--- src/rtl/core/skm_pkg.sv ---
// Shared types and constants for the sorted k-mer stream merge.
package skm_pkg;

	localparam int KMER_W   = 64;
	localparam int SRC_W    = 3;
	localparam int MASK_W   = 8;
	localparam int ACTIVE_W = 4;
	localparam int KLEN_W   = 6;
	localparam int CFG_W    = 6;
	localparam int QDEPTH   = 2;
	localparam int QAW      = 1;
	localparam int QCW      = 2;

	typedef enum logic [0:0] {
		REG_ACTIVE_SOURCES = 1'b0,
		REG_KMER_LENGTH    = 1'b1
	} reg_idx_t;

	typedef enum logic [1:0] {
		B_IDLE,
		B_SCAN,
		B_FIN
	} back_state_t;

	typedef struct packed {
		logic [SRC_W-1:0]  src;
		logic              in_range;
		logic              exhausted;
		logic [KMER_W-1:0] value;
	} item_t;

	typedef struct packed {
		logic              emit_valid;
		logic [KMER_W-1:0] merged_kmer;
		logic [MASK_W-1:0] source_mask;
		logic              request_valid;
		logic [SRC_W-1:0]  request_source;
		logic              done_res;
	} res_t;

	function automatic logic [ACTIVE_W-1:0] clamp_count(
		input logic [ACTIVE_W-1:0] a,
		input logic [ACTIVE_W-1:0] lim
	);
		logic [ACTIVE_W-1:0] r;
		r = a;
		if (r == '0) begin
			r = ACTIVE_W'(1);
		end
		if (r > lim) begin
			r = lim;
		end
		return r;
	endfunction

	function automatic logic [KMER_W-1:0] kmer_mask(input logic [KLEN_W-1:0] klen);
		logic [KLEN_W-1:0] k;
		logic [KMER_W-1:0] m;
		k = (klen == '0) ? KLEN_W'(1) : klen;
		if (k >= KLEN_W'(32)) begin
			m = '1;
		end else begin
			m = (KMER_W'(1) << {k, 1'b0}) - KMER_W'(1);
		end
		return m;
	endfunction

endpackage

--- src/rtl/core/sorted_kmer_stream_merge.sv ---
// Top level of the sorted k-mer stream merge: configuration registers and wiring.
// Merges up to eight ascending k-mer streams into one ascending stream of distinct
// k-mers, each with a mask of the streams that held it. Every input transaction gets
// exactly one output transaction. A transaction that is ignored, or that still leaves
// some stream's head outstanding, is answered from the idle state once it leaves the
// two-entry input queue. The transaction that completes the set of heads starts a
// minimum scan over the N active streams' stored heads, one stream per cycle, and
// then waits for a free output; the scan is what sets the sustained rate. Writing
// active_sources restarts the merge; the user must write it only while the block is
// idle, which the block does not enforce. kmer_length applies to later transactions.
module sorted_kmer_stream_merge import skm_pkg::*; #(
	parameter int MAX_SOURCES = 8
) (
	input  logic                clk,
	input  logic                arst_n,
	input  logic                cfg_we,
	input  logic [0:0]          cfg_index,
	input  logic [CFG_W-1:0]    cfg_data,
	input  logic                in_valid,
	output logic                in_stall,
	input  logic [SRC_W-1:0]    source,
	input  logic [KMER_W-1:0]   kmer_value,
	input  logic                exhausted,
	output logic                out_valid,
	input  logic                out_stall,
	output logic                emit_valid,
	output logic [KMER_W-1:0]   merged_kmer,
	output logic [MASK_W-1:0]   source_mask,
	output logic                request_valid,
	output logic [SRC_W-1:0]    request_source,
	output logic                done_res
);

	localparam int LANES = (MAX_SOURCES < 8) ? MAX_SOURCES : 8;
	localparam logic [ACTIVE_W-1:0] LANE_LIM = ACTIVE_W'(LANES);

	logic [ACTIVE_W-1:0] active_q;
	logic [KLEN_W-1:0]   klen_q;
	logic [ACTIVE_W-1:0] live_n;
	logic [ACTIVE_W-1:0] restart_n;
	logic                restart;
	logic                q_full;
	logic                q_push;
	logic                q_pop;
	logic                q_valid;
	item_t               push_item;
	item_t               q_head;
	res_t                res;

	always_comb begin
		restart = 1'b0;
		if (cfg_we) begin
			unique case (reg_idx_t'(cfg_index))
				REG_ACTIVE_SOURCES: restart = 1'b1;
				REG_KMER_LENGTH:    restart = 1'b0;
				default:            restart = 1'b0;
			endcase
		end
	end

	assign live_n    = clamp_count(active_q, LANE_LIM);
	assign restart_n = clamp_count(cfg_data[ACTIVE_W-1:0], LANE_LIM);

	always_ff @(posedge clk or negedge arst_n) begin
		if (!arst_n) begin
			active_q <= ACTIVE_W'(1);
			klen_q   <= KLEN_W'(32);
		end else if (cfg_we) begin
			unique case (reg_idx_t'(cfg_index))
				REG_ACTIVE_SOURCES: active_q <= cfg_data[ACTIVE_W-1:0];
				REG_KMER_LENGTH:    klen_q   <= cfg_data[KLEN_W-1:0];
				default:            ;
			endcase
		end
	end

	skm_front u_front (
		.in_valid   (in_valid),
		.in_stall   (in_stall),
		.source     (source),
		.kmer_value (kmer_value),
		.exhausted  (exhausted),
		.kmer_len   (klen_q),
		.live_n     (live_n),
		.q_full     (q_full),
		.q_push     (q_push),
		.q_item     (push_item)
	);

	skm_queue u_queue (
		.clk       (clk),
		.arst_n    (arst_n),
		.push      (q_push),
		.push_item (push_item),
		.full      (q_full),
		.pop       (q_pop),
		.valid     (q_valid),
		.head      (q_head)
	);

	skm_back #(
		.LANES (LANES)
	) u_back (
		.clk       (clk),
		.arst_n    (arst_n),
		.restart   (restart),
		.restart_n (restart_n),
		.live_n    (live_n),
		.q_valid   (q_valid),
		.q_item    (q_head),
		.q_pop     (q_pop),
		.out_valid (out_valid),
		.out_stall (out_stall),
		.res       (res)
	);

	assign emit_valid     = res.emit_valid;
	assign merged_kmer    = res.merged_kmer;
	assign source_mask    = res.source_mask;
	assign request_valid  = res.request_valid;
	assign request_source = res.request_source;
	assign done_res       = res.done_res;

endmodule

--- src/rtl/core/skm_front.sv ---
// Input side: takes transactions, masks the k-mer and checks the source range.
module skm_front import skm_pkg::*; (
	input  logic                in_valid,
	output logic                in_stall,
	input  logic [SRC_W-1:0]    source,
	input  logic [KMER_W-1:0]   kmer_value,
	input  logic                exhausted,
	input  logic [KLEN_W-1:0]   kmer_len,
	input  logic [ACTIVE_W-1:0] live_n,
	input  logic                q_full,
	output logic                q_push,
	output item_t               q_item
);

	assign in_stall = q_full;
	assign q_push   = in_valid && !q_full;

	always_comb begin
		q_item.src       = source;
		q_item.in_range  = ({1'b0, source} < live_n);
		q_item.exhausted = exhausted;
		q_item.value     = kmer_value & kmer_mask(kmer_len);
	end

endmodule

--- src/rtl/core/skm_queue.sv ---
// Two-entry queue between the input side and the merge engine.
module skm_queue import skm_pkg::*; (
	input  logic  clk,
	input  logic  arst_n,
	input  logic  push,
	input  item_t push_item,
	output logic  full,
	input  logic  pop,
	output logic  valid,
	output item_t head
);

	item_t            mem_q [QDEPTH];
	logic [QAW-1:0]   wr_ptr_q;
	logic [QAW-1:0]   rd_ptr_q;
	logic [QCW-1:0]   count_q;

	assign full  = (count_q == QCW'(QDEPTH));
	assign valid = (count_q != '0);
	assign head  = mem_q[rd_ptr_q];

	always_ff @(posedge clk) begin
		if (push) begin
			mem_q[wr_ptr_q] <= push_item;
		end
	end

	always_ff @(posedge clk or negedge arst_n) begin
		if (!arst_n) begin
			wr_ptr_q <= '0;
			rd_ptr_q <= '0;
			count_q  <= '0;
		end else begin
			if (push) begin
				wr_ptr_q <= wr_ptr_q + QAW'(1);
			end
			if (pop) begin
				rd_ptr_q <= rd_ptr_q + QAW'(1);
			end
			unique case ({push, pop})
				2'b10:   count_q <= count_q + QCW'(1);
				2'b01:   count_q <= count_q - QCW'(1);
				default: count_q <= count_q;
			endcase
		end
	end

endmodule

--- src/rtl/core/skm_back.sv ---
// Merge engine: head store, minimum scan, duplicate union and result register.
module skm_back import skm_pkg::*; #(
	parameter int LANES = 8
) (
	input  logic                clk,
	input  logic                arst_n,
	input  logic                restart,
	input  logic [ACTIVE_W-1:0] restart_n,
	input  logic [ACTIVE_W-1:0] live_n,
	input  logic                q_valid,
	input  item_t               q_item,
	output logic                q_pop,
	output logic                out_valid,
	input  logic                out_stall,
	output res_t                res
);

	localparam int IW = $clog2(LANES);

	back_state_t       state_q, state_nxt;
	logic [KMER_W-1:0] head_q [LANES];
	logic [LANES-1:0]  present_q;
	logic [LANES-1:0]  awaiting_q;
	logic [KMER_W-1:0] cur_q;
	logic              cur_present_q;
	logic [LANES-1:0]  acc_q;
	logic              finished_q;
	logic [IW-1:0]     idx_q;
	logic [IW-1:0]     best_q;
	logic [KMER_W-1:0] best_val_q;
	logic              found_q;
	logic              out_valid_q;
	res_t              res_q;

	logic              out_free;
	logic [IW-1:0]     lane;
	logic [LANES-1:0]  lane_bit;
	logic [LANES-1:0]  best_bit;
	logic              wanted;
	logic              others_wait;
	logic              take;
	logic              last_idx;
	logic              ld;
	res_t              res_nxt;

	function automatic logic [LANES-1:0] lane_set(input logic [ACTIVE_W-1:0] n);
		logic [LANES-1:0] m;
		for (int i = 0; i < LANES; i++) begin
			m[i] = (ACTIVE_W'(i) < n);
		end
		return m;
	endfunction

	assign out_free    = !out_valid_q || !out_stall;
	assign lane        = q_item.src[IW-1:0];
	assign lane_bit    = LANES'(1) << lane;
	assign best_bit    = LANES'(1) << best_q;
	assign wanted      = q_item.in_range && !finished_q && awaiting_q[lane];
	assign others_wait = (awaiting_q & ~lane_bit) != '0;
	assign take        = present_q[idx_q] && (!found_q || head_q[idx_q] < best_val_q);
	assign last_idx    = ({{(ACTIVE_W-IW){1'b0}}, idx_q} == live_n - ACTIVE_W'(1));
	assign out_valid   = out_valid_q;
	assign res         = res_q;

	always_ff @(posedge clk or negedge arst_n) begin
		if (!arst_n) begin
			state_q <= B_IDLE;
		end else if (restart) begin
			state_q <= B_IDLE;
		end else begin
			state_q <= state_nxt;
		end
	end

	always_comb begin
		state_nxt = state_q;
		q_pop     = 1'b0;
		ld        = 1'b0;
		res_nxt   = '0;
		res_nxt.done_res = finished_q;
		unique case (state_q)
			B_IDLE: begin
				if (q_valid && out_free) begin
					q_pop = 1'b1;
					if (!wanted || others_wait) begin
						ld = 1'b1;
					end else begin
						state_nxt = B_SCAN;
					end
				end
			end
			B_SCAN: begin
				if (last_idx) begin
					state_nxt = B_FIN;
				end
			end
			B_FIN: begin
				if (out_free) begin
					ld        = 1'b1;
					state_nxt = B_IDLE;
					if (!found_q) begin
						res_nxt.emit_valid  = cur_present_q;
						res_nxt.merged_kmer = cur_present_q ? cur_q : '0;
						res_nxt.source_mask = cur_present_q ? MASK_W'(acc_q) : '0;
						res_nxt.done_res    = 1'b1;
					end else begin
						res_nxt.request_valid  = 1'b1;
						res_nxt.request_source = SRC_W'(best_q);
						if (cur_present_q && best_val_q != cur_q) begin
							res_nxt.emit_valid  = 1'b1;
							res_nxt.merged_kmer = cur_q;
							res_nxt.source_mask = MASK_W'(acc_q);
						end
					end
				end
			end
			default: state_nxt = B_IDLE;
		endcase
	end

	always_ff @(posedge clk) begin
		if (state_q == B_IDLE && q_pop && wanted && !q_item.exhausted) begin
			head_q[lane] <= q_item.value;
		end
		if (state_q == B_SCAN && take) begin
			best_val_q <= head_q[idx_q];
		end
		if (ld) begin
			res_q <= res_nxt;
		end
	end

	always_ff @(posedge clk or negedge arst_n) begin
		if (!arst_n) begin
			present_q     <= '0;
			awaiting_q    <= lane_set(ACTIVE_W'(1));
			cur_q         <= '0;
			cur_present_q <= 1'b0;
			acc_q         <= '0;
			finished_q    <= 1'b0;
			idx_q         <= '0;
			best_q        <= '0;
			found_q       <= 1'b0;
			out_valid_q   <= 1'b0;
		end else if (restart) begin
			present_q     <= '0;
			awaiting_q    <= lane_set(restart_n);
			cur_q         <= '0;
			cur_present_q <= 1'b0;
			acc_q         <= '0;
			finished_q    <= 1'b0;
			idx_q         <= '0;
			found_q       <= 1'b0;
		end else begin
			if (ld) begin
				out_valid_q <= 1'b1;
			end else if (!out_stall) begin
				out_valid_q <= 1'b0;
			end
			unique case (state_q)
				B_IDLE: begin
					idx_q   <= '0;
					found_q <= 1'b0;
					if (q_pop && wanted) begin
						awaiting_q[lane] <= 1'b0;
						if (!q_item.exhausted) begin
							present_q[lane] <= 1'b1;
						end
					end
				end
				B_SCAN: begin
					idx_q <= idx_q + IW'(1);
					if (take) begin
						best_q  <= idx_q;
						found_q <= 1'b1;
					end
				end
				B_FIN: begin
					if (out_free) begin
						if (!found_q) begin
							cur_present_q <= 1'b0;
							acc_q         <= '0;
							finished_q    <= 1'b1;
						end else begin
							present_q  <= present_q & ~best_bit;
							awaiting_q <= awaiting_q | best_bit;
							if (cur_present_q && best_val_q == cur_q) begin
								acc_q <= acc_q | best_bit;
							end else begin
								cur_q         <= best_val_q;
								cur_present_q <= 1'b1;
								acc_q         <= best_bit;
							end
						end
					end
				end
				default: ;
			endcase
		end
	end

endmodule
--- config.mk ---
export PLATFORM = sky130hd
export DESIGN_NAME = sorted_kmer_stream_merge
export DESIGN_NICKNAME = d
export VERILOG_FILES = /design/src/rtl/core/skm_pkg.sv /design/src/rtl/core/sorted_kmer_stream_merge.sv /design/src/rtl/core/skm_front.sv /design/src/rtl/core/skm_queue.sv /design/src/rtl/core/skm_back.sv
export SDC_FILE = /design/constraint.sdc
export NUM_CORES = 1
export LEC_CHECK = 0
export ABC_AREA = 1
export ABC_CLOCK_PERIOD_IN_PS = 18100
export BUFFER_PORTS_ARGS = -buffer_cell sky130_fd_sc_hd__buf_2
export CAP_MARGIN = 10
export CORE_MARGIN = 5
export CORE_UTILIZATION = 30
export DETAILED_ROUTE_END_ITERATION = 8
export MAX_ROUTING_LAYER = met4
export PLACE_DENSITY = 0.47
export SLEW_MARGIN = 20
export SYNTH_ARGS = -nofsm -noshare
export SYNTH_HDL_FRONTEND = slang
export SYNTH_HIERARCHICAL = 1
export SYNTH_SLANG_ARGS = --single-unit
--- constraint.sdc ---
create_clock -name clk -period 18.1 [get_ports clk]
set_clock_uncertainty 0.1 [all_clocks]
set_input_delay 3.62 -clock clk [delete_from_list [all_inputs] [get_ports clk]]
set_output_delay 3.62 -clock clk [all_outputs]
set_load 0.02 [all_outputs]
==> metrics.log, run 1 <==
[metrics] result of the run: complete, no violations
[metrics] Final Net Count: 3647
[metrics] Mean Syn Cell Area: 11.6 sq um
[metrics] post-detailed-route count of antenna-violating nets: 0
[metrics] total iterations of the first detailed-routing run: 5
[metrics] number of antenna violations at the first check in global routing: 5
[metrics] worst hold slack after final layout: between 300 and 400 ps
[metrics] final period utilization: 0.344
[metrics] worst rel slew slack: 0.224
[metrics] Gates resized, CTS repair: 0
[metrics] leakage power total: 16.6 nW
[metrics] maximum fanout along the worst path: 122
[metrics] gate count after technology mapping: 3345
[metrics] number of synthesized flops with an enable pin: 792
[metrics] die area: 0.136 sq mm
[metrics] fraction of final layout cells sized beyond drive strength 1: 0.124
[metrics] Core Util, Final: 0.348
[metrics] Final Instance Count excl. Fillers: approximately 5200
[metrics] half-perimeter wire length after placement: 65300 um
[metrics] worst slack at placement: 11590 ps
[metrics] Initial Util: 0.303
[metrics] number of buffers added for setup after CTS: 0
[metrics] Total Wirelength: ~100000 um
[metrics] setup tns final: 0 ps
[metrics] post-cts hold buffer count: 0
[metrics] number of buffers created by CTS: 101
[metrics] RSZ-0062 raised after global routing: no
[metrics] Worst EP required: ~18000 ps
[metrics] Overall Power: 7.21 mW
[metrics] via count of the first global-routing pass: 23700
[metrics] max cap viols: 0
[metrics] Max Slew Vio Count: 0
[metrics] Clk Latency, worst-skew pair: between 600 and 700 ps
[metrics] die outline width: 369 um
[metrics] routed vias: around 25000
[metrics] actual transition at the worst max-transition pin: 1150 ps
[metrics] final weighted congestion in routability-driven placement: 0.849
[metrics] iteration-0 DRC count of the detailed router: 1931
[metrics] leftover overflow at the end of global routing: 0
[metrics] type of the worst setup path: reg2reg
[metrics] vias per cell: between 4 and 5
[metrics] startpoint types: flip-flop
[metrics] clock root cell: clkbuf_16
[metrics] instance count after placement with tap cells included: a little over 5000
[metrics] Hold Violations, Final: 0
[metrics] clock transition time at the flip-flop clock pins of the worst setup and hold paths: 60 ps
[metrics] Final min period: 6230 ps
[metrics] power density over the cells: 162 mW/mm^2
[metrics] portion of the post-synthesis area used by sequential elements: 0.689
[metrics] per-cell routed wire length: 19.4 um
[metrics] Post-synth top flop: edfxtp_1
[metrics] max frequency: 161 MHz
[metrics] input/output buffers: ~160
[metrics] top-level port count: 160
[metrics] least setup slack across all paths after layout: 11870 ps
[metrics] Max Buffers Root-to-Sink: 3
[metrics] peak ir drop on the vdd network: 0.0989 mV
[metrics] maximum number of pins on one net before global-route repair: 167
[metrics] synthesized netlist net count: 3494
[metrics] overall track demand over capacity in global routing: 0.151
[metrics] DRC violation count after routing: 0
[metrics] Num Clock Sinks: 906
[metrics] placed cell areas: 0.0412 sq mm
[metrics] class of the worst hold path: reg2reg
[metrics] Worst setup EP type: flip-flop
[metrics] post-synthesis register bit count: between 900 and 1000
[metrics] number of rows created at floorplan: 131
[metrics] number of H-tree levels: 3
[metrics] wire length of the first global-routing pass: ~150000 um
[metrics] CTS tree: built
[metrics] area overhead of the layout relative to synthesis: 15.1%
[metrics] fin area: 0.0445 sq mm
[metrics] total setup violations reported at the end of the flow: 0
[metrics] async set-or-reset flop fraction in the synthesized netlist: 0.126
[metrics] arrival time worst endpoint: around 6400 ps
[metrics] cell area after synthesis: 0.0387 sq mm
[metrics] core outline area: 0.128 sq mm
[metrics] Yosys warnings: 6
[metrics] post-synth cell types: 58
[metrics] height of the die: 369 um
## registers in the layout, summed over array words and instances, names as in the netlist, 2 cells and up
| register | count |
|---|---|
| active_q | 4 |
| klen_q | 6 |
| u_back/acc_q | 8 |
| u_back/awaiting_q | 8 |
| u_back/best_q | 3 |
| u_back/best_val_q | 64 |
| u_back/cur_q | 64 |
| u_back/head_q | 512 |
| u_back/idx_q | 3 |
| u_back/present_q | 8 |
| u_back/res | 78 |
| u_back/state_q | 2 |
| u_queue/count_q | 2 |
| u_queue/mem_q | 138 |
## report_power, final
| group | switching (mW) | internal [mW] | leakage [nW] | total (mW) |
|---|---|---|---|---|
| Combinational | 1.60 | 0.589 | 6.20 | 2.19 |
| Sequential | 0.148 | 2.86 | 8.81 | 3.00 |
| Clock | 0.825 | 1.18 | 1.60 | 2.01 |
| Total | 2.58 | 4.63 | 16.6 | 7.21 |
## cell families (layout without fill, tap and decap cells)
family	after synthesis	count (layout)	synth area share
AOI/OAI and AO/OA	706	706	0.105
xor gates and xnor gates	50	50	0.0113
adders and majority gates	69	69	0.0223
buffers and inverters	513	750	0.0556
DFF	906	906	0.689
other	1	5	0.0000970
and+or+nand+nor	1100	1100	0.117
## critical path, cell delays in order (launching register included)
cell	delay, ps
dfrtp_4	690
inv_6	680
buf_4	800
o21ai_0	160
o22ai_1	170
nor2_1	70
a31oi_1	570
ha_1	360
nand2_1	80
nor2_1	50
a211oi_1	210
o221a_2	220
nand2_1	100
nand2_1	80
nand2_1	50
nand2_1	100
nand2_1	200
nand2_1	160
nand2_2	90
nor2_4	90
buf_4	660
## cell usage after synthesis, drive strengths merged (9+ instances only)
library cell	n	area (sq um)
edfxtp	792	23800
nor2	668	2590
o21ai	397	2010
inv	351	1320
nand2	297	1150
o22ai	133	957
dfrtp	111	2780
clkbuf	98	368
ha	69	863
a21oi	67	347
a31oi	67	419
nand3	65	353
buf	64	462
xnor2	32	280
nor3	26	135
nand4	23	144
xor2	18	158
a21boi	9	67.6
## routing by layer
layer  global-route usage  vias to the layer above  share of wire
li1                     -                    12000              -
met1                0.223                    12000           0.50
met2                0.220                      566           0.43
met3               0.0250                      140          0.050
met4               0.0324                        0          0.020
met5                    -                        -              0
## worst paths after layout
kind	from	end	slack, ps	cells after the start
worst max register to register	u_back/idx_q[0]$_DFFE_PN0P_	u_back/best_val_q[25]$_DFFE_PP_	11870	20
worst min-delay path	active_q[0]$_DFFE_PN1P_	active_q[0]$_DFFE_PN1P_	370	2
worst min register to register	active_q[0]$_DFFE_PN1P_	active_q[0]$_DFFE_PN1P_	370	2
worst max-delay path	u_back/idx_q[0]$_DFFE_PN0P_	u_back/best_val_q[25]$_DFFE_PP_	11870	20
min in group asynchronous	arst_n	u_back/cur_q[26]$_DFFE_PN0P_	2860	1
max in group asynchronous	arst_n	u_queue/rd_ptr_q$_DFFE_PN0P_	13670	2
## layout make-up
| cell class | instances | area [sq um] |
|---|---|---|
| fillers | 12700 | 83300 |
| clock buffers | 137 | 2810 |
| clock inverters | 50 | 449 |
| well taps | 1662 | 2080 |
| repair buffers | 212 | 1240 |
| multi-input cells | 1926 | 9960 |
| diodes | 4 | 10.0 |
| inverters | 351 | 1330 |
| flip-flops and latches | 906 | 26700 |
## layout by cell type (no fill, tap or decap), types with 4 or more instances in the layout
cell type / Yosys / layout
edfxtp_1: 792 / 792
nand2_1: 288 / 288
inv_6: 0 / 4
o221ai_1: 4 / 4
bufinv_16: 0 / 7
o2111ai_1: 7 / 7
o21ai_1: 12 / 31
o22ai_1: 113 / 113
nor4_1: 6 / 6
a211oi_1: 5 / 5
nor3_1: 25 / 23
dfrtp_1: 111 / 108
a21oi_1: 66 / 66
clkbuf_8: 0 / 8
buf_2: 15 / 158
nand3_1: 61 / 61
clkinv_1: 0 / 15
nor2_2: 7 / 7
buf_4: 18 / 50
inv_2: 10 / 10
xor2_1: 18 / 18
o22ai_2: 20 / 20
o21a_1: 7 / 7
nand4_1: 23 / 23
clkinv_2: 0 / 22
inv_1: 340 / 336
xnor2_1: 32 / 32
clkbuf_1: 98 / 25
nor2_1: 654 / 647
and3_1: 5 / 5
ha_1: 69 / 69
nor2_4: 6 / 13
nand2_2: 7 / 7
a21boi_0: 7 / 7
o21ai_0: 382 / 363
a31oi_1: 67 / 67
clkbuf_16: 0 / 104
diode_2: 0 / 4
No activity file was read; power rests on OpenSTA's default activity.
==> run 2: changes to the inputs <==
--- a/config.mk
+++ b/config.mk
@@ -5,15 +5,15 @@
 export SDC_FILE = /design/constraint.sdc
 export NUM_CORES = 1
 export LEC_CHECK = 0
-export ABC_AREA = 1
-export ABC_CLOCK_PERIOD_IN_PS = 18100
+export ABC_AREA = 0
+export ABC_CLOCK_PERIOD_IN_PS = 5000
 export BUFFER_PORTS_ARGS = -buffer_cell sky130_fd_sc_hd__buf_2
 export CAP_MARGIN = 10
 export CORE_MARGIN = 5
 export CORE_UTILIZATION = 30
 export DETAILED_ROUTE_END_ITERATION = 8
 export MAX_ROUTING_LAYER = met4
-export PLACE_DENSITY = 0.47
+export PLACE_DENSITY = 0.48
 export SLEW_MARGIN = 20
 export SYNTH_ARGS = -nofsm -noshare
 export SYNTH_HDL_FRONTEND = slang
==> constraint.sdc (replaced) <==
create_clock -name clk -period 5 [get_ports clk]
set_clock_uncertainty 0.1 [all_clocks]
set_input_delay 1 -clock clk [delete_from_list [all_inputs] [get_ports clk]]
set_output_delay 1 -clock clk [all_outputs]
set_load 0.02 [all_outputs]
==> metrics.log, run 2 <==
[metrics] Num Clock Sinks: 906
[metrics] number of buffers added for setup after CTS: 0
[metrics] Register Area: 0.0267 sq mm
[metrics] number of rows created at floorplan: 130
[metrics] post-synthesis register bit count: 906
[metrics] post-detailed-route count of antenna-violating nets: 0
[metrics] RSZ-0062 raised after global routing: no
[metrics] Gates resized, CTS repair: 0
[metrics] area share of the leading cell type in the synthesized netlist: 0.627
[metrics] instance count after placement with tap cells included: 3896
[metrics] routed vias: a little under 20000
[metrics] most frequently used cell type in the post-synthesis netlist: edfxtp_1
[metrics] Post-synth top flop: edfxtp_1
[metrics] leakage power total: around 16 nW
[metrics] DRC violation count after routing: 0
[metrics] Mean Syn Cell Area: 17.8 sq um
[metrics] Final Net Count: ~2500
[metrics] total setup violations reported at the end of the flow: 0
[metrics] cell area after synthesis: 0.0380 sq mm
[metrics] Final Instance Count excl. Fillers: between 4000 and 5000
[metrics] Largest Register: u_back/head_q
[metrics] input/output buffers: about 160
[metrics] Max Slew Vio Count: 0
[metrics] arrival time worst endpoint: 4520 ps
[metrics] Initial Util: 0.302
[metrics] iteration-0 DRC count of the detailed router: about 1700
[metrics] leading post-synthesis cells by cell area: edfxtp_1 (63%), mux4_2 (7.8%), dfrtp_1 (7.3%), mux2_4 (2.7%), ha_1 (2.3%)
[metrics] maximum fanout along the worst path: 44
[metrics] maximum number of pins on one net before global-route repair: 74
[metrics] class of the worst hold path: in2async
[metrics] per-cell routed wire length: 24.4 um
[metrics] Clk Latency, worst-skew pair: 660 ps
[metrics] core outline area: 0.126 sq mm
[metrics] total iterations of the first detailed-routing run: 5
[metrics] post-synth top area cell: edfxtp_1
[metrics] max frequency: 233 MHz
[metrics] filler cell count in the final layout: around 12000
[metrics] type of the worst setup path: reg2reg
[metrics] CTS tree: built
[metrics] startpoint types: flip-flop
[metrics] Worst EP required: 5230 ps
[metrics] Final min period: 4290 ps
[metrics] actual transition at the worst max-transition pin: 1060 ps
[metrics] number of buffers created by CTS: slightly below 100
[metrics] vias per cell: 4.88
[metrics] Total Wirelength: 99400 um
[metrics] least setup slack across all paths after layout: 710 ps
[metrics] gate count after technology mapping: 2136
[metrics] top cell types by occurrence after synthesis: edfxtp_1 (792), mux4_2 (132), dfrtp_1 (111)
[metrics] Largest register FFs: 512
[metrics] half-perimeter wire length after placement: around 66000 um
[metrics] number of H-tree levels: 3
[metrics] Worst setup EP type: flip-flop
[metrics] post-synth cell types: 82
[metrics] max cap viols: 0
[metrics] fraction of final layout cells sized beyond drive strength 1: 0.280
[metrics] die area: 0.134 sq mm
[metrics] height of the die: 366 um
[metrics] area overhead of the layout relative to synthesis: 16.4%
[metrics] Yosys warnings: 6
[metrics] post-cts hold buffer count: 0
[metrics] worst rel slew slack: 0.295
[metrics] most common cell after layout, fill and taps aside: edfxtp_1
[metrics] peak ir drop on the vdd network: roughly 0.32 mV
[metrics] setup tns final: 0 ps
[metrics] power density over the cells: 472 mW/mm^2
[metrics] final weighted congestion in routability-driven placement: 0.789
[metrics] async set-or-reset flop fraction in the synthesized netlist: 0.126
[metrics] synthesized netlist net count: 2285
[metrics] leftover overflow at the end of global routing: 0
[metrics] final period utilization: 0.858
[metrics] clock root cell: clkbuf_16
[metrics] number of synthesized flops with an enable pin: 792
[metrics] Hold Violations, Final: 0
[metrics] Core Util, Final: 0.351
[metrics] Max Buffers Root-to-Sink: 3
[metrics] commonest cells after routing, fill and taps aside: edfxtp_1 (792), buf_2 (158), mux4_2 (132)
[metrics] via count of the first global-routing pass: just over 20000
[metrics] portion of the post-synthesis area used by sequential elements: 0.702
[metrics] result of the run: complete, no violations
[metrics] top-level port count: 160
[metrics] overall track demand over capacity in global routing: 0.152
[metrics] critical path's slowest cell: mux4_2
[metrics] worst stage delay on the critical path: ~550 ps
[metrics] Cell Chain, Critical Path: buf_12 > mux4_2 > mux2_2 > ha_1 > a21oi_1 > o21ai_0 > a221oi_1 > o22ai_1 > buf_4 > nor2_1 > o22ai_1 > nor2_4 > buf_12
[metrics] length in cells of the worst reg-to-reg path: 13
[metrics] area used by multi-input combinational logic: 0.0105 sq mm
[metrics] wire length of the first global-routing pass: 144000 um
[metrics] worst slack at placement: 677 ps
[metrics] number of antenna violations at the first check in global routing: 6
[metrics] die outline width: ~370 um
[metrics] clock transition time at the flip-flop clock pins of the worst setup and hold paths: 60 ps
-- run 2: cell types whose count changed in the layout (fill, tap and decap cells not counted), sizes merged, moves of 130 or more --
cell,delta
nor2,-616
o21ai,-344
inv,-275
nand2,-243
mux2,+147
mux4,+132
o22ai,-130
-- run 2: cell type report --
class | instances | area share
inverter | 77 | 0.00657
sequential | 906 | 0.603
clock buffer | 139 | 0.0623
timing repair buffer | 217 | 0.0350
clock inverter | 40 | 0.00810
antenna | 5 | 0.000283
tap | 1650 | 0.0467
multi-input combinational | 1046 | 0.238
-- run 2: cells by family (layout without fill, tap and decap cells) --
logic type	count (synthesis)	after routing	synth area share
other cells	1	6	0.0000988
buf+inv	184	473	0.0242
simple gates	330	330	0.0494
compound gates	290	290	0.0550
fa+ha+maj	69	69	0.0227
xor+xnor	75	75	0.0173
flops	906	906	0.702
mux	281	281	0.129
-- run 2: report_power, final --
group          internal (mW)  switching, mW  leakage, nW
sequential              9.82          0.264         8.80
combinational           1.21           2.54         5.21
clock                   4.12           2.87         1.52
total                   15.2           5.68         15.5
-- run 2: worst paths after layout --
kind / slack [ps] / to / startpoint
worst max-delay path: 710 / u_back/best_val_q[46]$_DFFE_PP_ / u_back/idx_q[0]$_DFFE_PN0P_
worst min-delay path: 280 / u_back/acc_q[3]$_DFFE_PN0P_ / arst_n
worst max register to register: 710 / u_back/best_val_q[46]$_DFFE_PP_ / u_back/idx_q[0]$_DFFE_PN0P_
worst min register to register: 390 / u_back/acc_q[6]$_DFFE_PN0P_ / u_back/acc_q[6]$_DFFE_PN0P_
max in group asynchronous: 3590 / u_back/cur_q[36]$_DFFE_PN0P_ / arst_n
min in group clk: 390 / u_back/acc_q[6]$_DFFE_PN0P_ / u_back/acc_q[6]$_DFFE_PN0P_
-- run 2: metrics by stage --
step           hold slack, ps  power (mW)  instance area, sq um
2_1_floorplan             347        12.7                 38000
3_5_place_dp              379        14.1                 41100
5_1_grt                   321        21.7                 44200
6_report                  283        20.8                 44200
4_1_cts                   296        21.1                 44200
3_3_place_gp              371        14.0                 41100
-- run 2: per-layer routing --
| metal | track usage | vias to the layer above | part of all wire |
|---|---|---|---|
| met2 | 0.237 | 582 | 0.47 |
| met1 | 0.208 | 10300 | 0.46 |
| met4 | 0.0397 | 0 | 0.026 |
| li1 | - | 8829 | - |
| met5 | - | - | 0 |
| met3 | 0.0254 | 139 | 0.051 |
-- run 2: critical path, delay by kind of cell (launching register included) --
| family | cells | cell delay (ps) |
|---|---|---|
| AOI/OAI and AO/OA | 5 | 1050 |
| muxes | 2 | 840 |
| buffers and inverters | 3 | 740 |
| DFF | 1 | 520 |
| and+or+nand+nor | 2 | 310 |
| adders and majority gates | 1 | 290 |
